**src/rtl/core/assert_macros.svh**
```systemverilog
// Assertion helpers
`ifndef ASSERT_MACROS_SVH
`define ASSERT_MACROS_SVH
// implication checked every clock, off during reset
`define CHK_IMPLY(label, a, c) \
	label: assert property (@(posedge clk) disable iff (!arst_n) (a) |-> (c)) \
	else $error("check failed");
// next-cycle implication
`define CHK_NEXT(label, a, c) \
	label: assert property (@(posedge clk) disable iff (!arst_n) (a) |=> (c)) \
	else $error("check failed");
`endif

```
**src/rtl/core/dlrc_pkg.sv**
```systemverilog
`timescale 1ns / 1ps
package dlrc_pkg;
	localparam logic [2:0] CMD_OFF = 3'd0;
	localparam logic [2:0] CMD_ON = 3'd1;
	localparam logic [2:0] CMD_TOGGLE = 3'd2;
	localparam logic [2:0] CMD_MOVE_TO = 3'd3;
	localparam logic [2:0] CMD_MOVE = 3'd4;
	localparam logic [2:0] CMD_STEP = 3'd5;
	localparam logic [2:0] CMD_STOP = 3'd6;
	localparam logic [2:0] CMD_TICK = 3'd7;
	localparam logic [1:0] ST_OK = 2'd0;
	localparam logic [1:0] ST_BAD_EP = 2'd1;
	localparam logic [7:0] LEVEL_KEEP = 8'hFF;
	localparam logic [7:0] LEVEL_MAX = 8'd254;
	localparam logic [7:0] LEVEL_MIN = 8'd1;
	localparam logic [15:0] IV_MIN = 16'd10;
	localparam logic [15:0] RATE_NUM = 16'd1000;
	localparam int MAX_RES = 6;

	typedef enum logic [3:0] {
		S_IDLE, S_BAD, S_CMD, S_DIV, S_SETUP, S_RESULT,
		S_TICK, S_TICK_OUT
	} state_t;

	// controller to datapath
	typedef struct packed {
		logic cap;      // capture the transaction fields
		logic exec;     // apply off/on/toggle/stop, compute move target
		logic div_go;   // start divider
		logic setup;    // load ramp after divide
		logic tick_ch;  // advance the selected channel
		logic emit;     // drive one result
		logic emit_bad;
		logic emit_last;
	} ctl_t;

	typedef struct packed {
		logic div_busy;
		logic need_div;
	} sts_t;
endpackage

```
**src/rtl/core/dimmer_level_ramp_controller_top.sv**
```systemverilog
`timescale 1ns / 1ps
// After acceptance: bad endpoint S_BAD; off/on/toggle/stop S_CMD, S_RESULT; move, step,
// move-to-level S_CMD, S_DIV (24-bit serial divider), S_SETUP, S_RESULT, where step and
// move-to-level skip S_DIV and S_SETUP at zero distance; the result is then registered.
// A tick walks the channels one per cycle, then reports up to MAX_RES of them from channel 0.
// One transaction at a time; busy drops as the last result strobes. Results cannot be stalled.
// Reset (arst_n low): all channels at level 254, off, no ramps; on_level 255.
module dimmer_level_ramp_controller_top #(
	parameter int CHANNELS = 6,
	parameter int FIRST_ENDPOINT = 1
) (
	input  logic        clk,
	input  logic        arst_n,
	input  logic        start,
	output logic        busy,
	input  logic [2:0]  cmd,
	input  logic [7:0]  endpoint,
	input  logic [7:0]  target_level,
	input  logic [15:0] transition_time,
	input  logic        direction_up,
	input  logic [7:0]  move_rate,
	input  logic [7:0]  step_size,
	input  logic        with_on_off,
	input  logic        cfg_we,
	input  logic [7:0]  cfg_wdata,
	output logic        strobe,
	output logic [1:0]  status,
	output logic [2:0]  channel,
	output logic [7:0]  level,
	output logic        on_off,
	output logic        last
);
	import dlrc_pkg::*;
	`include "assert_macros.svh"
	localparam int CW = (CHANNELS > 1) ? $clog2(CHANNELS) : 1;
	ctl_t ctl;
	sts_t sts;
	logic [CW-1:0] sel;
	logic ep_ok;

	dlrc_ctrl #(.CHANNELS(CHANNELS), .CW(CW)) u_ctrl (.clk(clk), .arst_n(arst_n),
		.start(start), .cmd(cmd), .ep_ok(ep_ok), .sts(sts), .ctl(ctl), .sel(sel),
		.busy(busy));

	dlrc_dp #(.CHANNELS(CHANNELS), .FIRST_ENDPOINT(FIRST_ENDPOINT), .CW(CW)) u_dp (
		.clk(clk), .arst_n(arst_n), .ctl(ctl), .sel(sel), .cmd(cmd),
		.endpoint(endpoint), .target_level(target_level),
		.transition_time(transition_time), .direction_up(direction_up),
		.move_rate(move_rate), .step_size(step_size), .with_on_off(with_on_off),
		.cfg_we(cfg_we), .cfg_wdata(cfg_wdata), .ep_ok(ep_ok), .sts(sts),
		.res_valid(strobe), .res_status(status), .res_channel(channel),
		.res_level(level), .res_on_off(on_off), .res_last(last));

	`CHK_NEXT(a_emit_strobe, ctl.emit, strobe)
	`CHK_IMPLY(a_one_ctl, 1'b1, $onehot0({ctl.cap, ctl.exec, ctl.setup, ctl.tick_ch, ctl.emit}))
	`CHK_NEXT(a_start_busy, start && !busy, busy)
endmodule

```
**src/rtl/core/dlrc_div.sv**
```systemverilog
`timescale 1ns / 1ps
// Restoring divider, one quotient bit per cycle
module dlrc_div (
	input  logic        clk,
	input  logic        arst_n,
	input  logic        go,
	input  logic [23:0] num,
	input  logic [15:0] den,
	output logic        busy,
	output logic [23:0] quo
);
	import dlrc_pkg::*;
	logic [4:0]  cnt_q;
	logic [23:0] q_q;
	logic [16:0] r_q;
	logic [15:0] d_q;
	logic [16:0] trial;
	logic [16:0] rsh;

	assign rsh   = {r_q[15:0], q_q[23]};
	assign trial = rsh - {1'b0, d_q};
	assign busy  = (cnt_q != 5'd0);
	assign quo   = q_q;

	always_ff @(posedge clk or negedge arst_n) begin
		if (!arst_n) begin
			cnt_q <= 5'd0;
		end else if (go) begin
			cnt_q <= 5'd24;
		end else if (busy) begin
			cnt_q <= cnt_q - 5'd1;
		end
	end

	always_ff @(posedge clk) begin
		if (go) begin
			q_q <= num;
			r_q <= 17'd0;
			d_q <= den;
		end else if (busy) begin
			if (!trial[16]) begin
				r_q <= trial;
				q_q <= {q_q[22:0], 1'b1};
			end else begin
				r_q <= rsh;
				q_q <= {q_q[22:0], 1'b0};
			end
		end
	end
endmodule

```
**src/rtl/core/dlrc_ctrl.sv**
```systemverilog
`timescale 1ns / 1ps
// Sequencer: command decode, divide wait, tick channel walk, result pacing
module dlrc_ctrl #(
	parameter int CHANNELS = 6,
	parameter int CW = 4
) (
	input  logic               clk,
	input  logic               arst_n,
	input  logic               start,
	input  logic [2:0]         cmd,
	input  logic               ep_ok,
	input  dlrc_pkg::sts_t     sts,
	output dlrc_pkg::ctl_t     ctl,
	output logic [CW-1:0]      sel,
	output logic               busy
);
	import dlrc_pkg::*;
	localparam int NRES = (CHANNELS < MAX_RES) ? CHANNELS : MAX_RES;
	state_t st_q, st_d;
	logic [CW-1:0] sel_q;
	logic [CW-1:0] sel_d;

	assign sel  = sel_q;
	assign busy = (st_q != S_IDLE);

	// next state
	always_comb begin
		st_d  = st_q;
		sel_d = sel_q;
		case (st_q)
			S_IDLE: begin
				sel_d = '0;
				if (start) begin
					if (cmd == CMD_TICK) st_d = S_TICK;
					else if (!ep_ok) st_d = S_BAD;
					else st_d = S_CMD;
				end
			end
			S_BAD: st_d = S_IDLE;
			S_CMD: st_d = sts.need_div ? S_DIV : S_RESULT;
			S_DIV: if (!sts.div_busy) st_d = S_SETUP;
			S_SETUP: st_d = S_RESULT;
			S_RESULT: st_d = S_IDLE;
			S_TICK: begin
				if (sel_q == CW'(CHANNELS - 1)) begin
					sel_d = '0;
					st_d  = S_TICK_OUT;
				end else begin
					sel_d = sel_q + 1'b1;
				end
			end
			S_TICK_OUT: begin
				if (sel_q == CW'(NRES - 1)) st_d = S_IDLE;
				else sel_d = sel_q + 1'b1;
			end
			default: st_d = S_IDLE;
		endcase
	end

	// outputs
	always_comb begin
		ctl = '0;
		case (st_q)
			S_IDLE: ctl.cap = start;
			S_BAD: begin
				ctl.emit = 1'b1;
				ctl.emit_bad = 1'b1;
				ctl.emit_last = 1'b1;
			end
			S_CMD: begin
				ctl.exec = 1'b1;
				ctl.div_go = sts.need_div;
			end
			S_DIV: ctl.setup = !sts.div_busy;
			S_RESULT: begin
				ctl.emit = 1'b1;
				ctl.emit_last = 1'b1;
			end
			S_TICK: ctl.tick_ch = 1'b1;
			S_TICK_OUT: begin
				ctl.emit = 1'b1;
				ctl.emit_last = (sel_q == CW'(NRES - 1));
			end
			default: ctl = '0;
		endcase
	end

	always_ff @(posedge clk or negedge arst_n) begin
		if (!arst_n) begin
			st_q  <= S_IDLE;
			sel_q <= '0;
		end else begin
			st_q  <= st_d;
			sel_q <= sel_d;
		end
	end
endmodule

```
**src/rtl/core/dlrc_dp.sv**
```systemverilog
`timescale 1ns / 1ps
// Channel state and ramp arithmetic
module dlrc_dp #(
	parameter int CHANNELS = 6,
	parameter int FIRST_ENDPOINT = 1,
	parameter int CW = 4
) (
	input  logic               clk,
	input  logic               arst_n,
	input  dlrc_pkg::ctl_t     ctl,
	input  logic [CW-1:0]      sel,
	input  logic [2:0]         cmd,
	input  logic [7:0]         endpoint,
	input  logic [7:0]         target_level,
	input  logic [15:0]        transition_time,
	input  logic               direction_up,
	input  logic [7:0]         move_rate,
	input  logic [7:0]         step_size,
	input  logic               with_on_off,
	input  logic               cfg_we,
	input  logic [7:0]         cfg_wdata,
	output logic               ep_ok,
	output dlrc_pkg::sts_t     sts,
	output logic               res_valid,
	output logic [1:0]         res_status,
	output logic [2:0]         res_channel,
	output logic [7:0]         res_level,
	output logic               res_on_off,
	output logic               res_last
);
	import dlrc_pkg::*;
	logic [7:0]  on_level_q;
	logic [7:0]  lvl_q [CHANNELS];
	logic        on_q [CHANNELS];
	logic        act_q [CHANNELS];
	logic        tt_q [CHANNELS];
	logic        up_q [CHANNELS];
	logic [7:0]  tgt_q [CHANNELS];
	logic        sw_q [CHANNELS];
	logic [15:0] iv_q [CHANNELS];
	logic [15:0] cd_q [CHANNELS];

	// captured transaction
	logic [2:0]  cmd_q;
	logic [CW-1:0] ch_q;
	logic [7:0]  tl_q, rate_q, ss_q;
	logic [15:0] ttime_q;
	logic        dir_q, wsw_q;
	// pending move-to-level or step setup
	logic [7:0]  mtgt_q;
	logic        mup_q, nd_q;

	logic [8:0] ep_off;
	assign ep_off = {1'b0, endpoint} - 9'(FIRST_ENDPOINT);
	assign ep_ok = !ep_off[8] && (ep_off < 9'(CHANNELS));

	// move target from command
	logic [7:0] cur, tl_c, tgt_c, dist_c;
	logic [8:0] upsum;
	assign cur = lvl_q[ch_q];
	assign upsum = {1'b0, cur} + {1'b0, ss_q};
	always_comb begin
		tl_c = tl_q;
		if (tl_c < LEVEL_MIN) tl_c = LEVEL_MIN;
		if (tl_c > LEVEL_MAX) tl_c = LEVEL_MAX;
		if (cmd_q == CMD_STEP) begin
			if (dir_q) tgt_c = (upsum > {1'b0, LEVEL_MAX}) ? LEVEL_MAX : upsum[7:0];
			else tgt_c = ({1'b0, cur} < ({1'b0, ss_q} + 9'd1)) ? LEVEL_MIN : cur - ss_q;
		end else begin
			tgt_c = tl_c;
		end
		dist_c = (tgt_c > cur) ? tgt_c - cur : cur - tgt_c;
	end

	logic is_lvl, is_mv;
	assign is_lvl = (cmd_q == CMD_MOVE_TO) || (cmd_q == CMD_STEP);
	assign is_mv  = (cmd_q == CMD_MOVE);
	assign sts.need_div = (is_lvl && dist_c != 8'd0) || is_mv;

	// divider operands
	logic [23:0] num_c, quo;
	logic [15:0] den_c;
	logic [7:0]  rate_c;
	assign rate_c = (rate_q == 8'd0) ? 8'd1 : rate_q;
	assign num_c = is_mv ? 24'(RATE_NUM) : 24'(ttime_q) * 24'd100;
	assign den_c = is_mv ? 16'(rate_c) : 16'(dist_c);
	dlrc_div u_div (.clk(clk), .arst_n(arst_n), .go(ctl.div_go), .num(num_c),
		.den(den_c), .busy(sts.div_busy), .quo(quo));

	logic [15:0] iv_c;
	always_comb begin
		if (is_mv) iv_c = quo[15:0];
		else if (ttime_q == 16'd0) iv_c = IV_MIN;
		else if (quo > 24'hFFFF) iv_c = 16'hFFFF;
		else if (quo[15:0] < IV_MIN) iv_c = IV_MIN;
		else iv_c = quo[15:0];
	end

	// one tick step for channel sel
	logic [7:0] f_lv;
	logic f_on, f_act;
	logic [15:0] f_cd;
	always_comb begin
		f_lv = lvl_q[sel];
		f_on = on_q[sel];
		f_act = act_q[sel];
		f_cd = cd_q[sel];
		if (act_q[sel]) begin
			if (cd_q[sel] <= 16'd1) begin
				f_cd = iv_q[sel];
				if (tt_q[sel]) begin
					if (f_lv < tgt_q[sel]) f_lv = f_lv + 8'd1;
					else if (f_lv > tgt_q[sel]) f_lv = f_lv - 8'd1;
					if (sw_q[sel]) f_on = (f_lv != 8'd0);
					if (f_lv == tgt_q[sel]) f_act = 1'b0;
				end else begin
					if (up_q[sel] && f_lv < LEVEL_MAX) begin
						f_lv = f_lv + 8'd1;
						if (sw_q[sel]) f_on = 1'b1;
					end
					if (!up_q[sel] && f_lv > LEVEL_MIN) begin
						f_lv = f_lv - 8'd1;
						if (sw_q[sel] && f_lv != 8'd0) f_on = 1'b1;
					end
					if ((!up_q[sel] && f_lv <= LEVEL_MIN) || (up_q[sel] && f_lv >= LEVEL_MAX)) begin
						if (sw_q[sel] && !up_q[sel]) f_on = 1'b0;
						f_act = 1'b0;
					end
				end
			end else begin
				f_cd = cd_q[sel] - 16'd1;
			end
		end
	end

	always_ff @(posedge clk) begin
		if (ctl.cap) begin
			cmd_q <= cmd; ch_q <= ep_off[CW-1:0]; tl_q <= target_level;
			ttime_q <= transition_time; dir_q <= direction_up; rate_q <= move_rate;
			ss_q <= step_size; wsw_q <= with_on_off;
		end
		if (ctl.exec) begin
			mtgt_q <= tgt_c; mup_q <= (tgt_c > cur); nd_q <= is_lvl;
		end
	end

	// channel state
	always_ff @(posedge clk or negedge arst_n) begin
		if (!arst_n) begin
			on_level_q <= LEVEL_KEEP;
			for (int i = 0; i < CHANNELS; i++) begin
				lvl_q[i] <= LEVEL_MAX; on_q[i] <= 1'b0; act_q[i] <= 1'b0;
				tt_q[i] <= 1'b0; up_q[i] <= 1'b0; tgt_q[i] <= 8'd0; sw_q[i] <= 1'b0;
				iv_q[i] <= 16'd0; cd_q[i] <= 16'd0;
			end
		end else begin
			if (cfg_we) on_level_q <= cfg_wdata;
			if (ctl.exec) begin
				case (cmd_q)
					CMD_OFF: on_q[ch_q] <= 1'b0;
					CMD_ON: begin
						on_q[ch_q] <= 1'b1;
						if (on_level_q != LEVEL_KEEP) lvl_q[ch_q] <= on_level_q;
					end
					CMD_TOGGLE: begin
						on_q[ch_q] <= !on_q[ch_q];
						if (!on_q[ch_q] && on_level_q != LEVEL_KEEP) lvl_q[ch_q] <= on_level_q;
					end
					CMD_MOVE_TO, CMD_STEP: begin
						act_q[ch_q] <= 1'b0;
						if (dist_c == 8'd0 && wsw_q) on_q[ch_q] <= 1'b1;
					end
					CMD_MOVE: act_q[ch_q] <= 1'b0;
					CMD_STOP: act_q[ch_q] <= 1'b0;
					default: act_q[ch_q] <= act_q[ch_q];
				endcase
			end
			if (ctl.setup) begin
				act_q[ch_q] <= 1'b1;
				sw_q[ch_q] <= wsw_q;
				iv_q[ch_q] <= iv_c;
				cd_q[ch_q] <= iv_c;
				if (nd_q) begin
					tt_q[ch_q] <= 1'b1; up_q[ch_q] <= mup_q; tgt_q[ch_q] <= mtgt_q;
					if (wsw_q) on_q[ch_q] <= 1'b1;
				end else begin
					tt_q[ch_q] <= 1'b0; up_q[ch_q] <= dir_q;
					if (wsw_q && dir_q) on_q[ch_q] <= 1'b1;
				end
			end
			if (ctl.tick_ch) begin
				lvl_q[sel] <= f_lv; on_q[sel] <= f_on; act_q[sel] <= f_act; cd_q[sel] <= f_cd;
			end
		end
	end

	// result register
	logic [CW-1:0] rch;
	assign rch = ctl.emit_bad ? '0 : ((cmd_q == CMD_TICK) ? sel : ch_q);
	always_ff @(posedge clk or negedge arst_n) begin
		if (!arst_n) res_valid <= 1'b0;
		else res_valid <= ctl.emit;
	end
	always_ff @(posedge clk) begin
		res_status  <= ctl.emit_bad ? ST_BAD_EP : ST_OK;
		res_channel <= 3'(rch);
		res_level   <= ctl.emit_bad ? 8'd0 : lvl_q[rch];
		res_on_off  <= ctl.emit_bad ? 1'b0 : on_q[rch];
		res_last    <= ctl.emit_last;
	end
endmodule

```
**config.mk**
```make
export PLATFORM = sky130hd
export DESIGN_NAME = dimmer_level_ramp_controller_top
export DESIGN_NICKNAME = d
export VERILOG_FILES = /design/src/rtl/core/dlrc_pkg.sv /design/src/rtl/core/dimmer_level_ramp_controller_top.sv /design/src/rtl/core/dlrc_div.sv /design/src/rtl/core/dlrc_ctrl.sv /design/src/rtl/core/dlrc_dp.sv
export VERILOG_INCLUDE_DIRS = /design/src /design/src/rtl/core
export SDC_FILE = /design/constraint.sdc
export NUM_CORES = 1
export LEC_CHECK = 0
export ABC_CLOCK_PERIOD_IN_PS = 8900
export BUFFER_PORTS_ARGS = -buffer_cell sky130_fd_sc_hd__buf_2
export CELL_PAD_IN_SITES_DETAIL_PLACEMENT = 0
export CELL_PAD_IN_SITES_GLOBAL_PLACEMENT = 1
export CORE_ASPECT_RATIO = 1.4
export CORE_MARGIN = 2
export CORE_UTILIZATION = 45
export DETAILED_ROUTE_END_ITERATION = 8
export PLACE_DENSITY = 0.73
export SLEW_MARGIN = 25
export SYNTH_ARGS = -nofsm -noshare
export SYNTH_HDL_FRONTEND = slang
export SYNTH_SLANG_ARGS = --single-unit
```
**constraint.sdc**
```tcl
create_clock -name clk -period 8.9 [get_ports clk]
set_input_delay 2.225 -clock clk [delete_from_list [all_inputs] [get_ports clk]]
set_output_delay 2.225 -clock clk [all_outputs]
set_load 0.03 [all_outputs]
```
After elaboration in Yosys (flattened, before gate mapping)
Index checks and enable logic that the tools add are counted.
{"block": "totals", "ff_bits": 468, "inputBits": 65, "out_inout_bits": 17, "wordCells": 348}
{"block": "op_classes", "n_addsub": 13, "n_mul": 1, "order_cmp": 20, "n_eq_ne": 23, "mux": 162, "n_bitwise": 11, "n_reduce_logical": 40}
{"operator": "$bwmux 96", "n": 3}
{"operator": "$mux 8", "n": 35}
{"operator": "$mux 16", "n": 13}
{"operator": "$mux 48", "n": 4}
{"operator": "$mux 96", "n": 2}
{"operator": "$bwmux 48", "n": 3}
{"operator": "$bmux 16 s3", "n": 2}
{"operator": "$bmux 8 s3", "n": 4}
{"operator": "$demux 16 s3", "n": 2}
{"operator": "$pmux 48 s2", "n": 1}
{"operator": "$mux 6", "n": 12}
{"operator": "$demux 8 s3", "n": 2}
{"operator": "$mux 24", "n": 2}
{"operator": "$bwmux 6", "n": 7}
{"operator": "$mux 1", "n": 40}
{"operator": "$bmux 1 s3", "n": 8}
{"operator": "$gt 24x16->1 const B", "n": 1}
{"operator": "$or 6x6->6", "n": 4}
{"operator": "$pmux 4 s6", "n": 1}
{"operator": "$pmux 6 s4", "n": 1}
{"operator": "$reduce_bool 8->1", "n": 3}
{"operator": "$sub 8x8->8", "n": 3}
{"operator": "$mux 23", "n": 1}
{"operator": "$mul 16x5->21 const B", "n": 1}
{"operator": "61 further kinds", "n": 115}

Logic depth before layout (Yosys ltp)
Gate-level depths: netlist of the first run.
{"block": "depth", "word_depth": 25, "ltp_mapped": 37, "mapped_depth_nobuf": 34}

Cells and area by module
A second synthesis of the first run with hierarchy kept.
{"block": "hier_totals", "cells_unflattened": 2998, "area_unflattened_um2": 28723.8}
{"mod": "dlrc_dp", "instances": 1, "cells_each": 2634, "area_per_inst_um2": 24840.1, "seq_area_each_um2": 10267.3}
{"mod": "dlrc_div", "instances": 1, "cells_each": 306, "area_per_inst_um2": 3369.5, "seq_area_each_um2": 1646.6}
{"mod": "dlrc_ctrl", "instances": 1, "cells_each": 58, "area_per_inst_um2": 514.2, "seq_area_each_um2": 150.1}

Worst setup path before layout of the first run
Ideal clock, no wire load.
{"block": "synth_path", "kind": "register to register", "startpoint": "reg u_dp.ch_q[2]", "endpoint": "reg u_dp.u_div.q_q[16] (netlist: u_dp.u_div.quo[16]), data pin", "setup_time_ns": 0.284, "arrival_ns": 7.064, "t_required_ns": 8.616, "slack_ns": 1.552, "path_stages_with_launch": 36, "n_path_buf": 4, "synth_period_minus_slack_ns": 7.348, "cell_sequence": "edfxtp_1 nor2b_1 nor2b_1 clkbuf_1 a22oi_1 and3_1 inv_1 ha_1 a21o_1 a21oi_1 o21bai_1 a21oi_1 nor2_1 nor2_1 o21bai_1 xor2_1 a21oi_1 o2bb2ai_1 mux2i_1 ha_1 fa_1 nor2b_1 o21ai_0 a21boi_1 o21a_1 buf_2 o211ai_1 and2_1 a211oi_1 nor4_1 nor2_1 a21oi_2 inv_2 clkbuf_1 buf_1 a21oi_1"}
{"element": "start: declaration", "line": "dlrc_dp.sv:45", "source": "logic [CW-1:0] ch_q;"}
{"element": "start signal: assignment", "line": "dlrc_dp.sv:138", "source": "cmd_q <= cmd; ch_q <= ep_off[CW-1:0]; tl_q <= target_level;"}
{"element": "end signal: assignment", "line": "dlrc_div.sv:37", "source": "q_q <= num;"}
{"element": "end signal: assignment", "line": "dlrc_div.sv:43", "source": "q_q <= {q_q[22:0], 1'b1};"}
{"element": "end signal: assignment", "line": "dlrc_div.sv:46", "source": "q_q <= {q_q[22:0], 1'b0};"}
{"element": "end: declaration", "line": "dlrc_div.sv:14", "source": "logic [23:0] q_q;"}

Worst setup path after layout of the first run
{"block": "layout_path", "startpoint": "reg u_dp.ch_q[0]", "endpoint": "reg u_dp.u_div.q_q[14] (netlist: u_dp.u_div.quo[14]), data pin"}
{"block": "layout_via", "elab_chain_cells": 16, "word_cells_on_any_way": 21, "cone_classes": "4 x add/sub; 3 x order compare; 10 x mux; 1 x bitwise; 3 x reduce/logical"}
{"element": "$not 3->4 (not written as such) (*)", "line": "dlrc_dp.sv:60", "source": "assign cur = lvl_q[ch_q];"}
{"element": "$bmux 8 s3 (*)", "line": "dlrc_dp.sv:60"}
{"element": "$mux 8 (not written as such) (*) (2 in series)", "line": "dlrc_dp.sv:60"}
{"element": "$add 8x8->9", "line": "dlrc_dp.sv:61", "source": "assign upsum = {1'b0, cur} + {1'b0, ss_q};"}
{"element": "$gt 9x8->1", "line": "dlrc_dp.sv:67", "source": "if (dir_q) tgt_c = (upsum > {1'b0, LEVEL_MAX}) ? LEVEL_MAX : upsum[7:0];"}
{"element": "$mux 8", "line": "dlrc_dp.sv:67"}
{"element": "$mux 8 (*)", "line": "dlrc_dp.sv:67"}
{"element": "$mux 8 (*)", "line": "dlrc_dp.sv:66", "source": "if (cmd_q == CMD_STEP) begin"}
{"element": "via u_dp.tgt_c[2]", "line": "dlrc_dp.sv:58", "source": "logic [7:0] cur, tl_c, tgt_c, dist_c;"}
{"element": "$sub 8x8->8 or $gt 8x8->1 (tied branches)", "line": "dlrc_dp.sv:72", "source": "dist_c = (tgt_c > cur) ? tgt_c - cur : cur - tgt_c;"}
{"element": "$mux 8 (*)", "line": "dlrc_dp.sv:72"}
{"element": "$reduce_bool 8->1 (*)", "line": "dlrc_dp.sv:78", "source": "assign sts.need_div = (is_lvl && dist_c != 8'd0) || is_mv;"}
{"element": "$logic_and 1x1->1 (*)", "line": "dlrc_dp.sv:78"}
{"element": "$logic_or 1x1->1 (*)", "line": "dlrc_dp.sv:78"}
{"element": "$mux 2 (*)", "line": "dlrc_ctrl.sv:63", "source": "case (st_q)"}
{"element": "$mux 24 (*)", "line": "dlrc_div.sv:36", "source": "if (go) begin"}
The timed path passes the listed nets; every way through them passes the cells marked *. The select of a mux whose other input is x is not followed.
A chain may end at the register's enable or synchronous reset.

==> summary.md, run 1 <==
| Metric | Value |
|---|---|
| Multi-input gate area | `0.01465 mm2` |
| Clk Latency, worst-skew pair | `0.62 ns` |
| Pwr dens | `just over 300 mW/mm2` |
| Worst EP arrival | `8.54 ns` |
| Largest cells by area after synthesis | `dfrtp_1 26%, edfxtp_1 9.8%, ha_1 5.8%` |
| Layout cells sized above 1 | `0.1593` |
| Final Wtd Congestion | `0.9620` |
| Yosys reg bits | `458` |
| CTS tree | `yes` |
| Worst Path Required | `9.27 ns` |
| Sw frac | `0.4185` |
| Clock share of power | `0.237` |
| F_max | `122.3 MHz` |
| Vias post-DR | `23175` |
| Top cell type's share of synthesized area | `0.2608` |
| Area growth, synth to finish | `10.90%` |
| Reg-to-Reg End | `u_dp.u_div.quo[14]$_DFFE_PP_` |
| Die Ht | `297.2 um` |
| Internal power | `roughly 5.5 mW` |
| Max Used Layer | `met4` |
| First-pass GRT wire length | `139.8 mm` |
| Reg clk slew, reported paths | `0.07 ns` |
| Slew HR | `0.2617` |
| # fillers | `between 5000 and 6000` |
| Final hold slack | `between 0.4 and 0.5 ns` |
| Yosys warning total | `0` |
| Metal-1 WL | `37.02 mm` |
| Tightest Pin Transition | `between 1 and 1.5 ns` |
| Largest net degree at the start of global routing | `148` |
| Status | `completed` |
| Post-Synthesis Cell Area | `roughly 0.028 mm2` |
| Starting Density | `0.4546` |
| Die W | `roughly 210 um` |
| Initial antenna violation count | `0` |
| CP Max Fanout | `66` |
| Share of total power in combinational logic | `0.456` |
| Vias in the first global route | `23347` |
| Maximum capacitance violations | `0` |
| Maximum VDD drop | `199.6 uV` |
| Total gr overflow | `0` |
| Met2 WL | `44.43 mm` |
| # setup viols final | `0` |
| Synth Area in Adders | `0.06911` |
| Post-synth ARST share | `0.7380` |
| Num CTS Buffers | `between 40 and 50` |
| Complex-gate fraction of the synthesized area | `0.2184` |
| Initial DRC Count | `2044` |
| Simple-gate share of the synthesized area | `0.1261` |
| Synth top cells by count | `295 x nand2_1, 288 x dfrtp_1, 229 x nor2_1, 175 x o21ai_0, 150 x a21oi_1` |
| CP endpoint kind | `flop` |
| Wire per inst | `24.60 um` |
| CTS HTree Levels | `2` |
| Final cycle utilization of the critical path | `0.9185` |
| Origin of the worst setup path | `u_dp.ch_q[0]$_DFFE_PP_` |
| Startpoint Class | `flop` |
| CP max stage cell | `edfxtp_1` |
| Dpl hpwl | `62.25 mm` |
| Primary FF master, synth | `dfrtp_1` |
| Mean Syn Cell Area | `about 10 um2` |
| Fin nets | `3062` |
| Power Total | `9.399 mW` |
| R2R setup slack | `around 0.73 ns` |
| Count leader, synth | `nand2_1` |
| Worst Hold Class | `reg2reg` |
| Library cells used by synthesis | `103` |
| Mapped Nets | `3047` |
| Leakage | `13.61 nW` |
| Core area | `0.06078 mm2` |
| Port Buffers | `80` |
| # hold bufs at CTS | `0` |
| Bufs on Longest Clock Path | `3` |
| Final Critical Period | `8.174 ns` |
| Reg2Reg Depth | `32` |
| Final hold vios | `0` |
| Antenna diode count | `0` |
| Flip-flop and latch area | `around 0.012 mm2` |
| Root Driver | `clkbuf_16` |
| CP endpoint | `u_dp.u_div.quo[14]$_DFFE_PP_` |
| Number of flops mapped to enable cells by yosys | `90` |
| XOR/XNOR share of the synthesized area | `0.02504` |
| Total routed wirelength | `around 90 mm` |
| Sequential fraction of the synthesis area | `0.4280` |
| Global Route Usage Sum | `0.2876` |
| WL met3 | `5.669 mm` |
| Critical path's largest stage delay | `0.62 ns` |
| Switching power | `3.934 mW` |
| Sequential power share | `0.307` |
| Via/cell ratio | `6.245` |
| Largest family of logic cells by synthesized area | `compound AO/OA/AOI/OAI gates` |
| Crit Path Class | `reg2reg` |
| Mux cell area share after synthesis | `0.08654` |
| DRT antenna net count | `0` |
| Remaining DRCs | `0` |
| Reg2reg start | `u_dp.ch_q[0]$_DFFE_PP_` |
| Cells after Synth | `around 2800` |
| Pins Over Slew Limit | `0` |
| Final Skew | `~0.028 ns` |
| DIE AREA | `between 0.06 and 0.07 mm2` |
| CTS sink cnt | `~460` |
| # rows | `107` |
| I/O pin total | `82` |
| Drt first pass iters | `6` |
| Leading area contributor after synthesis | `dfrtp_1` |
## layout by cell type (no fill, tap or decap), types with 13 or more instances in the layout
cell | Yosys | final
a211oi_1 | 42 | 41
a21o_1 | 74 | 74
a21oi_1 | 150 | 150
a221o_1 | 42 | 42
a22oi_1 | 93 | 92
a31oi_1 | 27 | 27
and3_1 | 17 | 17
buf_2 | 20 | 80
buf_4 | 4 | 49
clkbuf_16 | 0 | 53
dfrtp_1 | 288 | 285
dfstp_2 | 50 | 50
dfxtp_1 | 30 | 30
edfxtp_1 | 90 | 90
fa_1 | 16 | 16
ha_1 | 127 | 127
inv_1 | 137 | 137
mux2_2 | 107 | 107
mux2i_1 | 90 | 90
nand2_1 | 295 | 294
nand2b_1 | 16 | 16
nand3_1 | 29 | 29
nand4_1 | 26 | 26
nor2_1 | 229 | 214
nor2_2 | 2 | 14
nor2b_1 | 25 | 22
nor3_1 | 24 | 21
nor4_1 | 20 | 19
o211ai_1 | 25 | 25
o21a_1 | 39 | 39
o21ai_0 | 175 | 174
o21ai_1 | 16 | 17
o221ai_1 | 41 | 41
o22ai_1 | 26 | 26
o31ai_1 | 13 | 13
or3_1 | 16 | 16
xnor2_1 | 54 | 54
xor2_1 | 25 | 25
## layer usage
layer | track usage | up-vias
li1 | - | 10472
met1 | 0.3670 | 11455
met2 | 0.4859 | 1012
met3 | 0.03959 | 236
met4 | 0.1214 | 0
met5 | 0 | -
## power groups by stage
| stage | Clock [mW] | Sequential (mW) | Combinational, mW |
|---|---|---|---|
| floorplan | 0 | 2.79 | 3.12 |
| global placement | 0 | 2.91 | 4.15 |
| detailed placement | 0 | 2.92 | 4.19 |
| CTS | 2.26 | 2.88 | 4.22 |
| global route | 2.34 | 2.93 | 4.69 |
| finish | 2.23 | 2.89 | 4.29 |
## worst min path at each step
stage                              start                   endpoint  cells past startpoint
2_1_floorplan  u_dp.iv_q[40]$_DFFE_PN0P_  u_dp.iv_q[40]$_DFFE_PN0P_                      1
3_3_place_gp   u_dp.iv_q[45]$_DFFE_PN0P_  u_dp.iv_q[45]$_DFFE_PN0P_                      1
3_5_place_dp    u_dp.sw_q[2]$_DFFE_PN0P_   u_dp.sw_q[2]$_DFFE_PN0P_                      2
4_1_cts         u_dp.sw_q[2]$_DFFE_PN0P_   u_dp.sw_q[2]$_DFFE_PN0P_                      2
5_1_grt        u_dp.iv_q[72]$_DFFE_PN0P_  u_dp.iv_q[72]$_DFFE_PN0P_                      1
6_report       u_dp.iv_q[11]$_DFFE_PN0P_  u_dp.iv_q[11]$_DFFE_PN0P_                      1
## critical path, delay by kind of cell, from the launching register on
kind / cells / cell delay (ns)
AO/OA/AOI/OAI: 14 / 2.96
AND/OR/NAND/NOR: 9 / 2.03
adder cells (fa/ha/maj): 3 / 0.97
buffers and inverters: 4 / 0.83
flip-flops: 1 / 0.62
XOR/XNOR: 2 / 0.49
## metrics by stage
| stage | setup slack [ns] | area (um2) | cells | setup TNS (ns) | utilization |
|---|---|---|---|---|---|
| 2_1_floorplan | 1.552 | 27630 | 2839 | 0 | - |
| 4_1_cts | 0.2576 | 30560 | 3710 | 0 | 0.5028 |
| 3_5_place_dp | -0.02237 | 28810 | 3620 | -0.02237 | 0.4740 |
| 5_1_grt | -0.01117 | 30640 | 3711 | -0.01965 | 0.5041 |
| 3_3_place_gp | 0.4138 | 28790 | 3619 | 0 | 0.4737 |
| 6_report | 0.7258 | 30640 | 3711 | 0 | 0.5041 |
## registers in the layout, summed over array words and instances (netlist names), 16 cells and up, named ones only
signal / flops
u_dp.tgt_q: 48
u_dp.lvl_q: 48
u_dp.ttime_q: 16
u_dp.cd_q: 96
u_dp.u_div.r_q: 16
u_dp.u_div.quo: 24
u_dp.iv_q: 96
## area by class of cell
cell class,instances,area share
multi-input combinational,2070,0.4781
sequential,458,0.3861
clock buffer,72,0.04953
tap,817,0.03336
timing repair buffer,133,0.02748
inverter,143,0.01797
clock inverter,18,0.007432
## logic make-up after synthesis
logic type,after synthesis
xor gates and xnor gates,79
DFF,458
adders and majority gates,143
buffers and inverters,311
and+or+nand+nor,760
muxes,210
AOI/OAI and AO/OA,877
other,1
## repair_timing
action,4_1_cts,5_1_grt
buffers inserted,0,0
resized for setup,1,11
cloned,0,0
setup endpoints to repair,1,71
Note: power is estimated with default switching activity, not from simulation.
==> run 2: changes to the inputs <==
==> constraint.sdc (replaced) <==
create_clock -name clk -period 8.9 [get_ports clk]
set_input_delay 0.89 -clock clk [delete_from_list [all_inputs] [get_ports clk]]
set_output_delay 0.89 -clock clk [all_outputs]
set_load 0.03 [all_outputs]
==> run 2 against run 1 <==
Clock-buffer cell count down 3. First-iteration DRC count down 2.3%. Critical path depth up 2. Global-route usage up 0.15 points. Utilization down 0.20 points. Worst hold slack worse by 0.21 ns. Final cell count about the same. Critical endpoint is now u_dp.u_div.quo[4]$_DFFE_PP_. Design area down 0.39%.
==> summary.md, run 2 (same netlist as run 1, synthesis figures left out) <==
| Metric | Value |
|---|---|
| Status | `completed` |
| Num CTS Buffers | `48` |
| # setup viols final | `0` |
| Starting Density | `0.4546` |
| Maximum capacitance violations | `0` |
| Global Route Usage Sum | `0.2891` |
| CTS HTree Levels | `2` |
| Final Critical Period | `8.339 ns` |
| Clk Latency, worst-skew pair | `0.61 ns` |
| Leading cell type in the layout, fill and taps excluded | `nand2_1` |
| Final Util | `0.5022` |
| Maximum VDD drop | `202.7 uV` |
| Pwr dens | `303.1 mW/mm2` |
| F_max | `around 120 MHz` |
| Tightest Pin Transition | `1.129 ns` |
| Layout cells sized above 1 | `0.1584` |
| Crit path max-delay family | `compound AO/OA/AOI/OAI gates` |
| Via/cell ratio | `6.242` |
| Vias post-DR | `23152` |
| Final Wtd Congestion | `0.9612` |
| Die W | `~210 um` |
| Cell mode on critical path | `nor2_1` |
| WL met3 | `5.890 mm` |
| Total routed wirelength | `91.23 mm` |
| WP buf/inv | `4` |
| R2R setup slack | `~0.56 ns` |
| Worst Hold Class | `in2async` |
| Wire per inst | `between 20 and 25 um` |
| CP endpoint kind | `flop` |
| Max Used Layer | `met4` |
| Worst Path Required | `9.24 ns` |
| I/O pin total | `between 80 and 90` |
| Pins Over Slew Limit | `0` |
| Met2 WL | `around 45 mm` |
| DIE AREA | `0.06342 mm2` |
| Largest net degree at the start of global routing | `183` |
| Reg clk slew, reported paths | `0.06 ns` |
| Crit Path Class | `reg2reg` |
| CTS sink cnt | `roughly 460` |
| Core area | `0.06078 mm2` |
| Initial antenna violation count | `0` |
| CP Max Fanout | `66` |
| Metal-1 WL | `between 30 and 40 mm` |
| CTS tree | `yes` |
| First-pass GRT wire length | `140.4 mm` |
| Final cycle utilization of the critical path | `0.9370` |
| Fin nets | `3062` |
| Port Buffers | `80` |
| Bufs on Longest Clock Path | `3` |
| # rows | `107` |
| Initial DRC Count | `roughly 2000` |
| Area growth, synth to finish | `10.47%` |
| Drt first pass iters | `6` |
| Final hold vios | `0` |
| Final Skew | `0.02605 ns` |
| DRT antenna net count | `0` |
| # hold bufs at CTS | `0` |
| Vias in the first global route | `approximately 23000` |
| Worst EP arrival | `8.68 ns` |
| Critical path's largest stage delay | `0.48 ns` |
| Dpl hpwl | `between 60 and 70 mm` |
| Commonest cells after routing, fill and taps aside | `293 x nand2_1, 285 x dfrtp_1, 216 x nor2_1` |
| Total gr overflow | `0` |
| Slew HR | `0.2455` |
| Startpoint Class | `flop` |
| Die Ht | `297.2 um` |
| Remaining DRCs | `0` |
| Top Registers | `u_dp.cd_q: 96 flops, u_dp.iv_q: 96 flops` |
| Post-Place Setup Slack | `0.02059 ns` |
| Root Driver | `clkbuf_16` |
| Leakage | `about 14 nW` |
| CP max stage cell | `edfxtp_1` |
| Final WS setup | `0.5608 ns` |
## run 2: changes by cell type in the layout (fill, tap and decap cells not counted), sizes merged
cell	change
inv	-1
clkinv	+1
diode	+1
clkbuf	-3
## run 2: worst reg2reg max path: cells and delay by family (launching register included)
family	cells	cell delay (ns)
AND/OR/NAND/NOR	12	2.62
flip-flops	1	0.48
buffers and inverters	4	0.69
adder cells (fa/ha/maj)	3	0.98
AO/OA/AOI/OAI	14	3.09
XOR/XNOR	1	0.22
## run 2: layout make-up
type	instances	area, um2
multi-input combinational	2070	14660
timing repair buffer	133	838.3
inverter	143	563.0
fill	5665	30260
sequential	458	11830
clock inverter	18	217.7
tap	817	1022
antenna	1	2.502
clock buffer	69	1393
## run 2: repair_timing
action	CTS	global route
setup buffers	0	0
pin swaps	0	0
endpoints found under the setup margin	4	73
gates resized for setup	1	14
## run 2: layer usage
layer / GRT usage / vias up
li1: - / 10473
met1: 0.3717 / 11538
met2: 0.4876 / 915
met3: 0.04402 / 226
met4: 0.1108 / 0
met5: 0 / -
## run 2: path summary, 6_finish.rpt
kind	from	end	depth (start not counted)
min in group clk	transition_time[9]	u_dp.ttime_q[9]$_DFFE_PP_	1
setup reg to reg	u_dp.ch_q[2]$_DFFE_PP_	u_dp.u_div.quo[4]$_DFFE_PP_	34
max in group asynchronous	arst_n	u_dp.on_q[4]$_DFF_PN0_	3
setup / recovery	u_dp.ch_q[2]$_DFFE_PP_	u_dp.u_div.quo[4]$_DFFE_PP_	34
hold reg to reg	u_dp.up_q[3]$_DFFE_PN0P_	u_dp.up_q[3]$_DFFE_PN0P_	2
hold / removal	arst_n	u_dp.iv_q[54]$_DFFE_PN0P_	1
## run 2: through the flow
step	setup TNS, ns	cell area (um2)	cells	hold WS, ns	power [mW]
floorplan	0	27630	2839	0.4438	5.911
global placement	0	28790	3619	0.4563	7.055
detailed placement	0	28810	3620	0.4645	7.110
CTS	0	30420	3707	0.2853	9.217
global route	-0.4782	30520	3708	0.3075	9.823
finish	0	30520	3709	0.2698	9.252
## run 2: power breakdown
group          switching, mW  internal, mW
combinational           2.67          1.61
clock                  0.875          1.21
sequential             0.339          2.55
total                   3.88          5.37
==> run 3: changes to the inputs <==
Settings changed: CORE_MARGIN 2 to unset, REMOVE_ABC_BUFFERS set to 1.
==> run 3 against run 2 <==
Sequential power about the same. Die area decreased by 1.6%. Setup slack improved by 0.046 ns. Non-clock buffer count increased by 5. Final cell count increased by 0.19%. Register-to-register slack improved by 0.05 ns. Clock skew increased by 0.0044 ns. Via count decreased by 0.12%. Fmax increased by 0.55%. Worst hold slack got worse by 0.010 ns.
==> summary.md, run 3 (same netlist as run 1, synthesis figures left out) <==
| Metric | Value |
|---|---|
| Final Skew | `0.03043 ns` |
| Remaining DRCs | `0` |
| Slew HR | `0.2602` |
| Initial DRC Count | `2087` |
| Largest net degree at the start of global routing | `157` |
| CP endpoint kind | `flop` |
| Root Driver | `clkbuf_16` |
| Vias in the first global route | `between 20000 and 25000` |
| Die W | `between 200 and 250 um` |
| Final Util | `0.5052` |
| Initial antenna violation count | `0` |
| Vias post-DR | `23124` |
| DIE AREA | `0.06241 mm2` |
| Pwr dens | `306.3 mW/mm2` |
| Clk Latency, worst-skew pair | `around 0.62 ns` |
| Wire per inst | `24.73 um` |
| Final Critical Period | `just over 8 ns` |
| Total routed wirelength | `between 90 and 100 mm` |
| Reg clk slew, reported paths | `0.06 ns` |
| Non-Filler Instances | `3716` |
| # fillers | `5662` |
| CTS HTree Levels | `2` |
| Port Buffers | `80` |
| Top Registers | `u_dp.cd_q: 96 flops, u_dp.iv_q: 96 flops` |
| Area growth, synth to finish | `11.14%` |
| Final hold slack | `0.2597 ns` |
| CP max stage cell | `edfxtp_1` |
| Crit path max-delay family | `compound AO/OA/AOI/OAI gates` |
| Via/cell ratio | `6.223` |
| Cell mode on critical path | `a21oi_1` |
| CP Max Fanout | `16` |
| First-pass GRT wire length | `around 140 mm` |
| Crit Path Class | `reg2reg` |
| Origin of the worst setup path | `u_dp.ch_q[2]$_DFFE_PP_` |
| Num CTS Buffers | `48` |
| # setup viols final | `0` |
| Final Wtd Congestion | `0.9346` |
| Worst Path Required | `a little over 9 ns` |
| Worst Hold Class | `in2async` |
| Reg2reg start | `u_dp.ch_q[2]$_DFFE_PP_` |
| Power Total | `~9.4 mW` |
| Die Ht | `approximately 300 um` |
| Drt first pass iters | `6` |
| I/O pin total | `82` |
| CTS sink cnt | `around 460` |
| Final instance area | `0.03071 mm2` |
| Dpl hpwl | `64.27 mm` |
| # hold bufs at CTS | `0` |
| Antenna diode count | `0` |
| Core area | `0.06078 mm2` |
| Starting Density | `0.4546` |
| Final cycle utilization of the critical path | `0.9319` |
| F_max | `between 100 and 150 MHz` |
| Status | `completed` |
| Placed cell count | `3622` |
| # rows | `107` |
| Worst EP arrival | `8.65 ns` |
| WP buf/inv | `2` |
| Maximum VDD drop | `190.8 uV` |
| Final setup TNS | `0 ns` |
| Critical path's largest stage delay | `roughly 0.48 ns` |
| Final WS setup | `0.6065 ns` |
| Final hold vios | `0` |
| Maximum capacitance violations | `0` |
| Post-Place Setup Slack | `-0.1641 ns` |
| Layout cells sized above 1 | `0.1621` |
| Tightest Pin Transition | `1.107 ns` |
| Leakage | `~14 nW` |
| Commonest cells after routing, fill and taps aside | `294 x nand2_1, 285 x dfrtp_1, 214 x nor2_1` |
| Total gr overflow | `0` |
| Global Route Usage Sum | `0.2949` |
| Fin nets | `3067` |
| CTS tree | `yes` |
| Startpoint Class | `flop` |
| Leading cell type in the layout, fill and taps excluded | `nand2_1` |
| Placed inst area | `0.02885 mm2` |
| Bufs on Longest Clock Path | `3` |
| DRT antenna net count | `0` |
| Pins Over Slew Limit | `0` |
==> run 3: changes by cell type in the layout (fill, tap and decap cells not counted), sizes merged <==
cell | previous run | this run
buf | 133 | 138
bufinv | 5 | 6
clkbuf | 69 | 67
clkinv | 13 | 18
clkinvlp | 0 | 2
diode | 1 | 0
inv | 143 | 140
==> run 3: routing by layer <==
metal | track usage | vias up | share of wire
met3 | 0.04398 | 240 | 0.070
li1 | - | 10477 | -
met1 | 0.3772 | 11440 | 0.40
met4 | 0.1287 | 0 | 0.046
met5 | 0 | - | 0
met2 | 0.4941 | 967 | 0.48
==> run 3: what timing repair did <==
item                       4_1_cts  5_1_grt
setup endpoints to repair       42       71
buffers inserted                 0        3
gates resized for setup          2       13
gates cloned                     0        0
==> run 3: final cells by class <==
cell class / instances / area, um2 / share of cell area
multi-input cells: 2070 / 14660 / 0.4775
flip-flops and latches: 458 / 11830 / 0.3853
clock buffers: 67 / 1446 / 0.04710
well taps: 817 / 1022 / 0.03329
repair buffers: 138 / 890.9 / 0.02901
inverters: 143 / 539.3 / 0.01756
clock inverters: 23 / 314.1 / 0.01023
==> run 3: worst paths after layout <==
check                                              end  slack, ns  depth (start not counted)
setup / recovery           u_dp.u_div.quo[9]$_DFFE_PP_       0.61                         31
hold / removal                u_dp.up_q[4]$_DFFE_PN0P_       0.26                          1
setup reg to reg           u_dp.u_div.quo[9]$_DFFE_PP_       0.61                         31
hold reg to reg               u_dp.sw_q[3]$_DFFE_PN0P_       0.48                          2
max in group asynchronous       u_dp.cd_q[6]$_DFF_PN0_       7.05                          3
min in group clk            u_dp.ttime_q[15]$_DFFE_PP_       0.46                          1
==> run 3: report_power, final <==
group          internal [mW]  switching, mW  leakage, nW
sequential              2.55          0.355         5.62
combinational           1.62           2.66         7.14
clock                   1.32          0.902        0.866
